**src/hw/rtl/fjds_pkg.sv**
```systemverilog
package fjds_pkg;

    localparam int WORD_W = 32;

    typedef logic [WORD_W-1:0] word_t;

    typedef enum logic {
        OP_ARRIVE,
        OP_DRAIN
    } opcode_t;

    typedef enum logic [1:0] {
        OUT_DONE,
        OUT_FULL,
        OUT_EXPIRED,
        OUT_OVERRUN
    } outcome_t;

    typedef enum logic [3:0] {
        S_IDLE,
        S_ARR,
        S_CHECK,
        S_ADV,
        S_EXP,
        S_LATE,
        S_SUM,
        S_OVR,
        S_DLY,
        S_END,
        S_FLUSH
    } state_t;

    typedef struct packed {
        word_t id;
        word_t arrival;
        word_t run;
        word_t deadline;
    } job_entry_t;

    typedef struct packed {
        word_t    id;
        outcome_t outcome;
        word_t    event_time;
        word_t    wait_delay;
        logic     last;
    } rec_t;

    typedef struct packed {
        logic [WORD_W:0] a;
        logic [WORD_W:0] b;
        logic            sub;
    } alu_req_t;

    typedef struct packed {
        logic            borrow;
        logic [WORD_W:0] value;
    } alu_rsp_t;

    typedef struct packed {
        logic       push;
        logic       pop;
        job_entry_t entry;
    } q_ctl_t;

    typedef struct packed {
        logic       empty;
        logic       full;
        logic       one_left;
        job_entry_t front;
    } q_stat_t;

endpackage

```
**src/hw/rtl/fjds_if.sv**
```systemverilog
interface fjds_job_if import fjds_pkg::*; ();
    logic    valid;
    logic    ready;
    opcode_t opcode;
    word_t   job_id;
    word_t   arrival_time;
    word_t   run_length;
    word_t   deadline;

    modport source (
        output valid, opcode, job_id, arrival_time, run_length, deadline,
        input  ready
    );

    modport sink (
        input  valid, opcode, job_id, arrival_time, run_length, deadline,
        output ready
    );
endinterface

interface fjds_result_if import fjds_pkg::*; ();
    logic     valid;
    logic     ready;
    word_t    result_id;
    outcome_t outcome;
    word_t    event_time;
    word_t    wait_delay;
    logic     last_of_run;

    modport source (
        output valid, result_id, outcome, event_time, wait_delay, last_of_run,
        input  ready
    );

    modport sink (
        input  valid, result_id, outcome, event_time, wait_delay, last_of_run,
        output ready
    );
endinterface

```
**src/hw/rtl/fjds_alu.sv**
```systemverilog
module fjds_alu import fjds_pkg::*; (
    input  alu_req_t req,
    output alu_rsp_t rsp
);

    logic [WORD_W+1:0] opa;
    logic [WORD_W+1:0] opb;
    logic [WORD_W+1:0] sum;

    // one adder: subtract as a plus inverted b plus one
    always_comb
    begin
        opa = {1'b0, req.a};
        opb = req.sub ? ~{1'b0, req.b} : {1'b0, req.b};
        sum = opa + opb + {{(WORD_W+1){1'b0}}, req.sub};
        rsp.borrow = sum[WORD_W+1];
        rsp.value  = sum[WORD_W:0];
    end

endmodule

```
**src/hw/rtl/fjds_queue.sv**
```systemverilog
module fjds_queue import fjds_pkg::*; #(
    parameter int QUEUE_DEPTH = 3
) (
    input  logic    clk,
    input  logic    rst_n,
    input  q_ctl_t  ctl,
    output q_stat_t stat
);

    localparam int IDX_W = (QUEUE_DEPTH > 1) ? $clog2(QUEUE_DEPTH) : 1;
    localparam int CNT_W = $clog2(QUEUE_DEPTH + 1);
    localparam int SUM_W = ((IDX_W > CNT_W) ? IDX_W : CNT_W) + 1;
    localparam logic [IDX_W-1:0] LAST_IDX = IDX_W'(QUEUE_DEPTH - 1);
    localparam logic [CNT_W-1:0] FULL_CNT = CNT_W'(QUEUE_DEPTH);
    localparam logic [SUM_W-1:0] DEPTH_S  = SUM_W'(QUEUE_DEPTH);

    job_entry_t       mem [QUEUE_DEPTH];
    logic [IDX_W-1:0] head_reg;
    logic [IDX_W-1:0] head_next;
    logic [CNT_W-1:0] count_reg;
    logic [CNT_W-1:0] count_next;
    logic [SUM_W-1:0] tail_sum;
    logic [IDX_W-1:0] tail;

    always_comb
    begin
        tail_sum = SUM_W'(head_reg) + SUM_W'(count_reg);
        if (tail_sum >= DEPTH_S)
        begin
            tail_sum = tail_sum - DEPTH_S;
        end
        tail = tail_sum[IDX_W-1:0];

        head_next  = head_reg;
        count_next = count_reg;
        if (ctl.pop)
        begin
            head_next  = (head_reg == LAST_IDX) ? '0 : head_reg + IDX_W'(1);
            count_next = count_reg - CNT_W'(1);
        end
        if (ctl.push)
        begin
            count_next = count_next + CNT_W'(1);
        end
    end

    always_ff @(posedge clk or negedge rst_n)
    begin
        if (!rst_n)
        begin
            head_reg  <= '0;
            count_reg <= '0;
        end
        else
        begin
            head_reg  <= head_next;
            count_reg <= count_next;
        end
    end

    always_ff @(posedge clk)
    begin
        if (ctl.push)
        begin
            mem[tail] <= ctl.entry;
        end
    end

    assign stat.empty    = (count_reg == '0);
    assign stat.full     = (count_reg == FULL_CNT);
    assign stat.one_left = (count_reg == CNT_W'(1));
    assign stat.front    = mem[head_reg];

endmodule

```
**src/hw/rtl/fjds_ctrl.sv**
```systemverilog
module fjds_ctrl import fjds_pkg::*; (
    input  logic     clk,
    input  logic     rst_n,
    fjds_job_if.sink       job,
    fjds_result_if.source  result,
    output alu_req_t alu_req,
    input  alu_rsp_t alu_rsp,
    output q_ctl_t   q_ctl,
    input  q_stat_t  q_stat
);

    state_t          state_reg;
    state_t          state_next;
    opcode_t         op_reg;
    opcode_t         op_next;
    job_entry_t      inc_reg;
    job_entry_t      inc_next;
    word_t           cur_reg;
    word_t           cur_next;
    word_t           free_reg;
    word_t           free_next;
    logic            busy_reg;
    logic            busy_next;
    logic            ovr_reg;
    logic            ovr_next;
    logic [WORD_W:0] fin_reg;
    logic [WORD_W:0] fin_next;
    rec_t            pend_reg;
    rec_t            pend_next;
    logic            pend_valid_reg;
    logic            pend_valid_next;
    rec_t            out_reg;
    rec_t            out_next;
    logic            out_valid_reg;
    logic            out_valid_next;

    logic            out_free;
    logic            emit_ok;
    logic            emit;
    rec_t            emit_rec;
    logic            limited;
    word_t           stop_time;

    always_comb
    begin
        state_next      = state_reg;
        op_next         = op_reg;
        inc_next        = inc_reg;
        cur_next        = cur_reg;
        free_next       = free_reg;
        busy_next       = busy_reg;
        ovr_next        = ovr_reg;
        fin_next        = fin_reg;
        pend_next       = pend_reg;
        pend_valid_next = pend_valid_reg;
        out_next        = out_reg;
        out_valid_next  = out_valid_reg && !result.ready;

        alu_req  = '{a: '0, b: '0, sub: 1'b1};
        q_ctl    = '{push: 1'b0, pop: 1'b0, entry: inc_reg};
        emit     = 1'b0;
        emit_rec = '0;

        out_free  = !out_valid_reg || result.ready;
        emit_ok   = !pend_valid_reg || out_free;
        limited   = (op_reg == OP_ARRIVE);
        stop_time = ovr_reg ? q_stat.front.deadline : fin_reg[WORD_W-1:0];

        case (state_reg)
            S_IDLE:
            begin
                if (job.valid)
                begin
                    op_next  = job.opcode;
                    inc_next = '{id: job.job_id, arrival: job.arrival_time,
                                 run: job.run_length, deadline: job.deadline};
                    state_next = (job.opcode == OP_DRAIN) ? S_CHECK : S_ARR;
                end
            end
            S_ARR:
            begin
                // late arrival is pulled up to the current time
                alu_req.a = {1'b0, inc_reg.arrival};
                alu_req.b = {1'b0, cur_reg};
                if (alu_rsp.borrow)
                begin
                    inc_next.arrival = cur_reg;
                end
                state_next = S_CHECK;
            end
            S_CHECK:
            begin
                if (busy_reg)
                begin
                    if (limited)
                    begin
                        alu_req.a  = {1'b0, inc_reg.arrival};
                        alu_req.b  = {1'b0, free_reg};
                        state_next = alu_rsp.borrow ? S_END : S_ADV;
                    end
                    else
                    begin
                        state_next = q_stat.empty ? S_END : S_ADV;
                    end
                end
                else
                begin
                    state_next = q_stat.empty ? S_END : S_EXP;
                end
            end
            S_ADV:
            begin
                alu_req.a = {1'b0, free_reg};
                alu_req.b = {1'b0, cur_reg};
                if (!alu_rsp.borrow)
                begin
                    cur_next = free_reg;
                end
                busy_next  = 1'b0;
                state_next = S_CHECK;
            end
            S_EXP:
            begin
                alu_req.a  = {1'b0, cur_reg};
                alu_req.b  = {1'b0, q_stat.front.deadline};
                state_next = alu_rsp.borrow ? S_SUM : S_LATE;
            end
            S_LATE:
            begin
                alu_req.a = {1'b0, cur_reg};
                alu_req.b = {1'b0, q_stat.front.arrival};
                if (emit_ok)
                begin
                    emit       = 1'b1;
                    emit_rec   = '{id: q_stat.front.id, outcome: OUT_EXPIRED,
                                   event_time: cur_reg,
                                   wait_delay: alu_rsp.value[WORD_W-1:0], last: 1'b0};
                    q_ctl.pop  = 1'b1;
                    state_next = q_stat.one_left ? S_END : S_EXP;
                end
            end
            S_SUM:
            begin
                alu_req.sub = 1'b0;
                alu_req.a   = {1'b0, cur_reg};
                alu_req.b   = {1'b0, q_stat.front.run};
                fin_next    = alu_rsp.value;
                state_next  = S_OVR;
            end
            S_OVR:
            begin
                alu_req.a  = {1'b0, q_stat.front.deadline};
                alu_req.b  = fin_reg;
                ovr_next   = alu_rsp.borrow;
                state_next = S_DLY;
            end
            S_DLY:
            begin
                alu_req.a = ovr_reg ? {1'b0, q_stat.front.deadline} : {1'b0, cur_reg};
                alu_req.b = {1'b0, q_stat.front.arrival};
                if (emit_ok)
                begin
                    emit       = 1'b1;
                    emit_rec   = '{id: q_stat.front.id,
                                   outcome: ovr_reg ? OUT_OVERRUN : OUT_DONE,
                                   event_time: stop_time,
                                   wait_delay: alu_rsp.value[WORD_W-1:0], last: 1'b0};
                    free_next  = stop_time;
                    busy_next  = 1'b1;
                    q_ctl.pop  = 1'b1;
                    state_next = S_CHECK;
                end
            end
            S_END:
            begin
                if (limited)
                begin
                    if (!q_stat.full)
                    begin
                        q_ctl.push = 1'b1;
                        cur_next   = inc_reg.arrival;
                        state_next = S_FLUSH;
                    end
                    else if (emit_ok)
                    begin
                        emit       = 1'b1;
                        emit_rec   = '{id: inc_reg.id, outcome: OUT_FULL,
                                       event_time: inc_reg.arrival,
                                       wait_delay: '0, last: 1'b0};
                        cur_next   = inc_reg.arrival;
                        state_next = S_FLUSH;
                    end
                end
                else
                begin
                    state_next = S_FLUSH;
                end
            end
            S_FLUSH:
            begin
                // held record goes out marked as the last of this item
                if (!pend_valid_reg)
                begin
                    state_next = S_IDLE;
                end
                else if (out_free)
                begin
                    out_next        = pend_reg;
                    out_next.last   = 1'b1;
                    out_valid_next  = 1'b1;
                    pend_valid_next = 1'b0;
                    state_next      = S_IDLE;
                end
            end
            default:
            begin
                state_next = S_IDLE;
            end
        endcase

        if (emit)
        begin
            if (pend_valid_reg)
            begin
                out_next       = pend_reg;
                out_valid_next = 1'b1;
            end
            pend_next       = emit_rec;
            pend_valid_next = 1'b1;
        end
    end

    always_ff @(posedge clk or negedge rst_n)
    begin
        if (!rst_n)
        begin
            state_reg      <= S_IDLE;
            cur_reg        <= '0;
            free_reg       <= '0;
            busy_reg       <= 1'b0;
            pend_valid_reg <= 1'b0;
            out_valid_reg  <= 1'b0;
        end
        else
        begin
            state_reg      <= state_next;
            cur_reg        <= cur_next;
            free_reg       <= free_next;
            busy_reg       <= busy_next;
            pend_valid_reg <= pend_valid_next;
            out_valid_reg  <= out_valid_next;
        end
    end

    always_ff @(posedge clk)
    begin
        op_reg   <= op_next;
        inc_reg  <= inc_next;
        ovr_reg  <= ovr_next;
        fin_reg  <= fin_next;
        pend_reg <= pend_next;
        out_reg  <= out_next;
    end

    assign job.ready          = (state_reg == S_IDLE);
    assign result.valid       = out_valid_reg;
    assign result.result_id   = out_reg.id;
    assign result.outcome     = out_reg.outcome;
    assign result.event_time  = out_reg.event_time;
    assign result.wait_delay  = out_reg.wait_delay;
    assign result.last_of_run = out_reg.last;

endmodule

```
**src/hw/rtl/fifo_job_deadline_scheduler_core.sv**
```systemverilog
// Single-server job scheduler with a bounded FIFO of waiting jobs and deadline abort.
// Items are taken one at a time: job.ready is high only while the block is idle.
// All time arithmetic runs through one shared 33-bit add/subtract unit, one
// operation per cycle, under a small sequencer. An arrival passes through item
// accept, arrival clamp, server check, enqueue or full report and last-record
// hand-off; a drain takes the same steps without the clamp. Releasing a server
// whose job has finished adds an advance and a recheck. Each queued job dispatched
// on the way adds at most an advance, recheck, expiry test, finish sum, overrun
// test, delay and record, and server check; each job dropped as expired adds an
// expired record and a fresh expiry test. An item also waits while the result
// side holds ready low.
// Results come out one per record, in order, with last_of_run set on the final
// record of each item; an item that causes no record gives no output.
module fifo_job_deadline_scheduler_core import fjds_pkg::*; #(
    parameter int QUEUE_DEPTH = 3
) (
    input  logic          clk,
    input  logic          rst_n,
    fjds_job_if.sink      job,
    fjds_result_if.source result
);

    alu_req_t alu_req;
    alu_rsp_t alu_rsp;
    q_ctl_t   q_ctl;
    q_stat_t  q_stat;

    fjds_alu u_alu (
        .req (alu_req),
        .rsp (alu_rsp)
    );

    fjds_queue #(
        .QUEUE_DEPTH (QUEUE_DEPTH)
    ) u_queue (
        .clk   (clk),
        .rst_n (rst_n),
        .ctl   (q_ctl),
        .stat  (q_stat)
    );

    fjds_ctrl u_ctrl (
        .clk     (clk),
        .rst_n   (rst_n),
        .job     (job),
        .result  (result),
        .alu_req (alu_req),
        .alu_rsp (alu_rsp),
        .q_ctl   (q_ctl),
        .q_stat  (q_stat)
    );

endmodule

```
**src/flat_wrapper.sv**
```systemverilog
// flat-port wrapper written by rule: the top's interface ports become plain ports
module fifo_job_deadline_scheduler_core_flat import fjds_pkg::*;
#(
    parameter int QUEUE_DEPTH = 3
)
  (clk, rst_n, job_valid, job_opcode, job_job_id, job_arrival_time, job_run_length, job_deadline, job_ready, result_valid, result_result_id, result_outcome, result_event_time, result_wait_delay, result_last_of_run, result_ready);
  fjds_job_if job_i ();
  fjds_result_if result_i ();
  input  logic clk;
  input  logic rst_n;
  input wire logic [$bits(job_i.valid)-1:0] job_valid;
  input wire logic [$bits(job_i.opcode)-1:0] job_opcode;
  input wire logic [$bits(job_i.job_id)-1:0] job_job_id;
  input wire logic [$bits(job_i.arrival_time)-1:0] job_arrival_time;
  input wire logic [$bits(job_i.run_length)-1:0] job_run_length;
  input wire logic [$bits(job_i.deadline)-1:0] job_deadline;
  output wire logic [$bits(job_i.ready)-1:0] job_ready;
  output wire logic [$bits(result_i.valid)-1:0] result_valid;
  output wire logic [$bits(result_i.result_id)-1:0] result_result_id;
  output wire logic [$bits(result_i.outcome)-1:0] result_outcome;
  output wire logic [$bits(result_i.event_time)-1:0] result_event_time;
  output wire logic [$bits(result_i.wait_delay)-1:0] result_wait_delay;
  output wire logic [$bits(result_i.last_of_run)-1:0] result_last_of_run;
  input wire logic [$bits(result_i.ready)-1:0] result_ready;
  assign job_i.valid = job_valid;
  assign job_i.opcode = job_opcode;
  assign job_i.job_id = job_job_id;
  assign job_i.arrival_time = job_arrival_time;
  assign job_i.run_length = job_run_length;
  assign job_i.deadline = job_deadline;
  assign job_ready = job_i.ready;
  assign result_valid = result_i.valid;
  assign result_result_id = result_i.result_id;
  assign result_outcome = result_i.outcome;
  assign result_event_time = result_i.event_time;
  assign result_wait_delay = result_i.wait_delay;
  assign result_last_of_run = result_i.last_of_run;
  assign result_i.ready = result_ready;
  fifo_job_deadline_scheduler_core #(.QUEUE_DEPTH(QUEUE_DEPTH)) u_core (.clk(clk), .rst_n(rst_n), .job(job_i), .result(result_i));
endmodule
```
**config.mk**
```make
export PLATFORM = sky130hd
export DESIGN_NAME = fifo_job_deadline_scheduler_core_flat
export DESIGN_NICKNAME = d
export VERILOG_FILES = /design/src/hw/rtl/fjds_pkg.sv /design/src/hw/rtl/fjds_if.sv /design/src/hw/rtl/fjds_alu.sv /design/src/hw/rtl/fjds_queue.sv /design/src/hw/rtl/fjds_ctrl.sv /design/src/hw/rtl/fifo_job_deadline_scheduler_core.sv /design/src/flat_wrapper.sv
export SDC_FILE = /design/constraint.sdc
export NUM_CORES = 1
export LEC_CHECK = 0
export BUFFER_PORTS_ARGS = -buffer_cell sky130_fd_sc_hd__buf_2
export CORE_MARGIN = 4
export CORE_UTILIZATION = 44
export CTS_CLUSTER_SIZE = 14
export DETAILED_ROUTE_END_ITERATION = 8
export HOLD_SLACK_MARGIN = 0.08
export MAX_ROUTING_LAYER = met4
export SLEW_MARGIN = 20
export SYNTH_ARGS = -nofsm -noshare
export SYNTH_HDL_FRONTEND = slang
export SYNTH_SLANG_ARGS = --single-unit
```
**constraint.sdc**
```tcl
create_clock -name clk -period 11.91 [get_ports clk]
set_input_delay 1.191 -clock clk [delete_from_list [all_inputs] [get_ports clk]]
set_output_delay 1.191 -clock clk [all_outputs]
set_load 0.005 [all_outputs]
```
==> flow_summary.yaml, run 1 <==
outcome:
  status: "completed"
synthesis:
  syn_avg_cell_area_um2: 13.6
  synth_edf_count: 744
  synthArstFlopShare_pct: 9.16
  syn_area_um2: 34600
  ys_seq_area_share_pct: 70.1
  syn-num-nets: 2720
  synthFlopType: "edfxtp_1"
  ys_types: 68
  yosysWarnings: 0
  syn_inst: 2549
  ys_seq_elements: 819
floorplanning:
  die_w_um: 288
  die-area_um2: 83100
  rows: 102
  start_util_pct: 44.5
  core_area_um2: 77600
  pin_count: 234
  fp.dieH_um: 288
pwr:
  finalPower_mw: 11.7
  powerDensity_nw_per_um2: 292
  p_leak_nw: 14.5
  ir_worst_vdd_v: 0.000178
sta:
  finalClockSkew_ns: 0.0231
  max_freq_ghz: 0.156
  timing.setup.tns_ns: 0
  rsz0062_at_grt: "no"
  post-route-period-util_pct: 53.9
  setup_viol_count_final: 0
  tightest_slew_ns: 1.06
  fin_crit_ns: 6.42
  hold_viol: 0
  slew_headroom_pct: 28.5
  drv_slew: 0
detailed_routing:
  highest_layer: "met4"
  vias_per_cell: 5.71
  wl_met3_um: 7730
  ant_nets: 0
  dr.pass1.iters: 8
  drt-total-wl_um: 93000
  dr_wl_met2_um: 42200
  drt-met1-wl_um: 41100
  drc: 0
  dr_total_vias: 22200
  drtIter0Drc: 2460
  drt-wirelength-per-cell_um: 24.0
worst_hold_path:
  hold_class: "reg2reg"
  hold_start: "u_core.u_ctrl.q_ctl[33]"
setup_path:
  r2r_slack_ns: 5.49
  crit_arrival_ns: 6.77
  required_ns: 12.26
  crit_start: "u_core.u_queue.head_reg[0]"
  crit_type: "reg2reg"
  cp_max_fo: 86
  worstSetupStartpointType: "flip-flop"
  cp_slowest_cell: "buf_4"
  crit_family: "compound AO/OA/AOI/OAI gates"
  cp_num_buf_inv: 2
  max_stage_delay_ns: 0.84
  path_cells: "buf_12 > buf_4 > mux2i_1 > o21ai_0 > a222oi_1 > a2bb2oi_2 > or2_2 > fa_1 > a21oi_1 > o21ai_0 > a21oi_1 > o32ai_1 > a31oi_1 > o211ai_1 > nand2_1 > mux2i_1 > a41oi_1"
  r2r_start: "u_core.u_queue.head_reg[0]"
  crit_path_end_kind: "flip-flop"
clock_network:
  cts_root_buf: "clkbuf_16"
  cts_made_buffers: 88
  cts_repair_resize_count: 0
  h-tree-depth: 3
  cts_tree: "yes"
  clkLatencyLatePin_ns: 0.65
  cts_buffer_depth: 3
  clk_pin_slew_ns: 0.07
  postCtsSetupRepairBufs: 0
  clock_sinks: 819
  hold_buffers: 0
global_routing:
  grt.total_usage_pct: 22.7
  grt_pass1_wl_um: 139000
  overflow: 0
  grt_start_max_net_pins: 197
  antenna_found_initial: 2
  grt_pass1_vias: 21800
final_layout:
  layout.cells.non_filler: 3881
  drive_gt1_share_pct: 15.5
  syn2layout_area_growth_pct: 15.5
  layout.nets: 2933
place:
  hpwl_um: 57300
  dpl.cell_count: 3710
  io_buffers: 233
  gp_congestion: 0.927
job:
  max-cap-violations: 0
## routing by layer
layer | global-route usage (%) | up-vias
li1 | - | 10000
met1 | 32.3 | 11000
met2 | 33.6 | 971
met3 | 4.29 | 154
met4 | 6.13 | 0
met5 | - | -
## layout by cell type, fill, tap and decap left out, types with 11 or more instances in the layout
master / instances
edfxtp_1: 744
nand2_1: 289
buf_2: 232
o21ai_0: 228
mux2i_1: 195
a21oi_1: 169
nor2_1: 165
and2_1: 100
clkbuf_16: 88
dfrtp_1: 73
a21o_1: 50
nor2b_1: 37
a222oi_1: 36
a221o_1: 36
ha_1: 36
buf_4: 33
a221oi_1: 28
inv_1: 23
xnor2_1: 19
clkbuf_1: 18
clkinv_2: 16
o21ai_1: 15
clkinv_1: 14
nand2b_1: 12
a211oi_1: 11
## cells in the mapped netlist (28+ instances only)
| cell | n | area, um^2 |
|---|---|---|
| a21o_1 | 50 | 375 |
| a21oi_1 | 169 | 846 |
| a221o_1 | 36 | 360 |
| a221oi_1 | 28 | 245 |
| a222oi_1 | 36 | 360 |
| and2_1 | 101 | 632 |
| clkbuf_1 | 114 | 428 |
| dfrtp_1 | 75 | 1880 |
| edfxtp_1 | 744 | 22300 |
| ha_1 | 36 | 450 |
| mux2i_1 | 195 | 1950 |
| nand2_1 | 289 | 1080 |
| nor2_1 | 171 | 642 |
| nor2b_1 | 37 | 231 |
| o21ai_0 | 228 | 1140 |
## cell families after synthesis
group | synth area share [%]
flip-flops | 70.1
AND/OR/NAND/NOR | 8.71
AO/OA/AOI/OAI | 11.5
multiplexers | 5.68
buffers and inverters | 1.93
adder cells (fa/ha/maj) | 1.42
XOR/XNOR | 0.710
## metrics by stage
stage	utilization [%]	hold slack [ns]	cell area, um^2	setup WS [ns]
floorplan	-	0.440	34600	3.38
global placement	47.6	0.448	36900	5.56
detailed placement	47.6	0.458	36900	5.42
CTS	51.4	0.460	39900	5.40
global route	51.4	0.476	39900	4.85
finish	51.4	0.449	39900	5.49
## report_power, final
part / switching, mW / internal, mW / leakage, nW
Sequential: 0.424 / 3.92 / 7.76
Clock: 1.14 / 1.62 / 1.44
Combinational: 2.98 / 1.57 / 5.28
Total: 4.54 / 7.11 / 14.5
## final timing paths
path | to | cells past startpoint
max | u_core.u_ctrl.pend_reg[27] | 17
min | u_core.u_queue.mem[1][33] | 0
max reg2reg | u_core.u_ctrl.pend_reg[27] | 17
min reg2reg | u_core.u_queue.mem[1][33] | 0
max in group asynchronous | u_core.u_queue.head_reg[1] | 2
min in group asynchronous | u_core.u_ctrl.free_reg[17] | 1
## layout make-up
| type | count | area [um^2] |
|---|---|---|
| diodes | 4 | 10.0 |
| repair buffers | 272 | 1540 |
| well taps | 1040 | 1300 |
| multi-input cells | 1557 | 9790 |
| clock buffers | 114 | 2380 |
| inverters | 24 | 90.1 |
| clock inverters | 51 | 579 |
| fillers | 6626 | 37700 |
| flip-flops and latches | 819 | 24200 |
## worst register-to-register path, cell delays in order, from the launching register on
cell,delay (ns)
dfrtp_4,0.41
buf_12,0.50
buf_4,0.87
mux2i_1,0.27
o21ai_0,0.24
a222oi_1,0.53
a2bb2oi_2,0.19
or2_2,0.38
fa_1,0.47
a21oi_1,0.19
o21ai_0,0.10
a21oi_1,0.32
o32ai_1,0.22
a31oi_1,0.58
o211ai_1,0.35
nand2_1,0.16
mux2i_1,0.23
a41oi_1,0.12
(Power assumes the default switching activity.)
==> inputs of run 2 (changes only) <==
==> constraint.sdc (replaced) <==
create_clock -name clk -period 5.2 [get_ports clk]
set_input_delay 0.52 -clock clk [delete_from_list [all_inputs] [get_ports clk]]
set_output_delay 0.52 -clock clk [all_outputs]
set_load 0.005 [all_outputs]
==> run 2 against run 1 <==
Sequential share of layout area decreased by 2.8 points; power increased by 140%; cell count increased by 5.1%; register-to-register slack got worse by 5.2 ns; via count increased by 2.2%; clock power increased by 130%.
==> flow_summary.yaml, run 2 (synthesized netlist as in run 1, its figures left out) <==
setup_path:
  crit_family: "compound AO/OA/AOI/OAI gates"
  cp_max_fo: 18
  required_ns: 5.65
  worstSetupStartpointType: "flip-flop"
  crit_arrival_ns: 5.38
  path_cells: "nor2_2 > buf_4 > and3_1 > buf_4 > a222oi_1 > nand2_1 > ha_1 > nand3_1 > nor3_1 > buf_4 > nor3_1 > a2111oi_0 > buf_4 > o31ai_2 > buf_4 > o31a_1 > xnor2_1 > nor2b_1"
  cp_num_buf_inv: 5
  crit_type: "reg2reg"
  path_common_cell: "buf_4"
  cp_slowest_cell: "dfrtp_1"
  r2r_start: "u_core.u_ctrl.state_reg[2]"
  r2r_slack_ns: 0.27
  worstRegToRegCells: 18
  crit_path_end_kind: "flip-flop"
  max_stage_delay_ns: 0.71
  reg2reg_to: "u_core.u_ctrl.pend_reg[26]"
floorplanning:
  rows: 102
  fp.dieH_um: 288
  die_w_um: 288
  die-area_um2: 83100
  pin_count: 234
  core_area_um2: 77600
  start_util_pct: 44.5
clock_network:
  clock_sinks: 819
  cts_root_buf: "clkbuf_16"
  postCtsSetupRepairBufs: 0
  h-tree-depth: 3
  cts_tree: "yes"
  cts_made_buffers: 89
  clk_pin_slew_ns: 0.06
  cts_buffer_depth: 3
  clkLatencyLatePin_ns: 0.66
pwr:
  p_leak_nw: 15.4
  powerDensity_nw_per_um2: 674
  finalPower_mw: 28.2
  ir_worst_vdd_v: 0.000409
outcome:
  status: "completed"
worst_hold_path:
  hold_class: "in2reg"
  holdPathStages: 1
  hold_start: "job_opcode"
  hold-path-endpoint: "u_core.u_ctrl.op_reg"
detailed_routing:
  drt-wirelength-per-cell_um: 23.2
  drc: 0
  dr_total_vias: 22700
  dr.pass1.iters: 7
  vias_per_cell: 5.56
  drt-total-wl_um: 94400
  ant_nets: 0
  drtIter0Drc: 2535
place:
  preCtsSetupSlack_ns: 0.265
  gp_congestion: 0.936
  hpwl_um: 61600
  dpl.cell_count: 3813
  io_buffers: 233
sta:
  whs_ns: 0.127
  fin_ws_ns: 0.272
  finalClockSkew_ns: 0.0369
  slew_headroom_pct: 31.5
  setup_viol_count_final: 0
  drv_slew: 0
  fin_crit_ns: 4.93
  tightest_slew_ns: 1.03
  timing.setup.tns_ns: 0
  hold_viol: 0
  rsz0062_at_grt: "no"
  max_freq_ghz: 0.203
  post-route-period-util_pct: 94.8
global_routing:
  grt.total_usage_pct: 23.0
  use_met1_pct: 31.5
  antenna_found_initial: 4
  grt_start_max_net_pins: 159
  overflow: 0
  grt_pass1_vias: 22600
  met3_usage_pct: 4.23
  grt_pass1_wl_um: 140000
  busiest_layer: "met2"
  met2_usage_pct: 35.3
final_layout:
  drive_gt1_share_pct: 17.7
  diodes: 0
  layout.nets: 3132
  layout.cells.non_filler: 4077
  final_cell_mix: "744 x edfxtp_1, 289 x nand2_1, 232 x buf_2"
  fill_cells: 6486
  layout_commonest_cell: "edfxtp_1"
  syn2layout_area_growth_pct: 21.1
job:
  max-cap-violations: 0
==> run 2: changes by cell type in the layout (fill, tap and decap cells not counted), moves of 3 or more <==
cell	before	now
dlygate4sd3_1	0	97
buf_4	33	124
buf_12	6	17
clkbuf_8	8	0
clkinv_2	16	9
clkinvlp_4	4	10
diode_2	4	0
bufinv_16	9	12
clkinv_1	14	17
==> run 2: worst max-delay path by stage <==
| stage | start | endpoint | slack [ns] | cells after the start |
|---|---|---|---|---|
| floorplan | u_core.u_queue.head_reg[0] | u_core.u_ctrl.q_ctl[64] | 0.15 | 16 |
| global placement | u_core.u_ctrl.state_reg[1] | u_core.u_ctrl.pend_reg[26] | 0.37 | 18 |
| detailed placement | u_core.u_ctrl.state_reg[1] | u_core.u_ctrl.pend_reg[26] | 0.27 | 18 |
| CTS | u_core.u_ctrl.state_reg[1] | u_core.u_ctrl.pend_reg[26] | 0.17 | 18 |
| global route | u_core.u_ctrl.state_reg[2] | u_core.u_ctrl.pend_reg[26] | 0.02 | 18 |
| finish | u_core.u_ctrl.state_reg[2] | u_core.u_ctrl.pend_reg[26] | 0.27 | 18 |
==> run 2: power by group <==
group	total [mW]	switching [mW]	internal, mW
clock	6.48	2.67	3.80
combinational	11.8	7.20	4.64
sequential	9.90	0.931	8.97
total	28.2	10.8	17.4
==> run 2: metrics by stage <==
stage          util [%]  area, um^2
2_1_floorplan         -       34600
3_3_place_gp       48.8       37800
3_5_place_dp       48.8       37800
4_1_cts            53.9       41900
5_1_grt            54.0       41900
6_report           54.0       41900
==> run 2: repair_timing <==
item	4_1_cts	5_1_grt
hold endpoints to repair	136	0
endpoints found under the setup margin	0	67
gates resized for setup	0	4
hold buffers	97	0
==> run 2: layout make-up <==
class,instances,area (um^2),area share [%]
clock inverter,60,761,1.82
tap,1040,1300,3.11
timing repair buffer,470,3400,8.13
multi-input combinational,1557,9790,23.4
sequential,819,24200,57.9
inverter,24,90.1,0.215
clock buffer,107,2290,5.48
==> run 2: layer usage <==
layer | wire length, um | vias up
li1 | - | 10400
met1 | 40700 | 11100
met2 | 43900 | 929
met3 | 7290 | 172
met4 | 2460 | 0
met5 | 0 | -
==> run 2: worst reg2reg max path, cell delays in order (launching register included) <==
cell       delay [ns]
dfrtp_1          0.71
nor2_2           0.08
buf_4            0.18
and3_1           0.21
buf_4            0.22
a222oi_1         0.45
nand2_1          0.12
ha_1             0.36
nand3_1          0.16
nor3_1           0.27
buf_4            0.16
nor3_1           0.04
a2111oi_0        0.45
buf_4            0.19
o31ai_2          0.09
buf_4            0.16
o31a_1           0.26
xnor2_1          0.36
nor2b_1          0.25
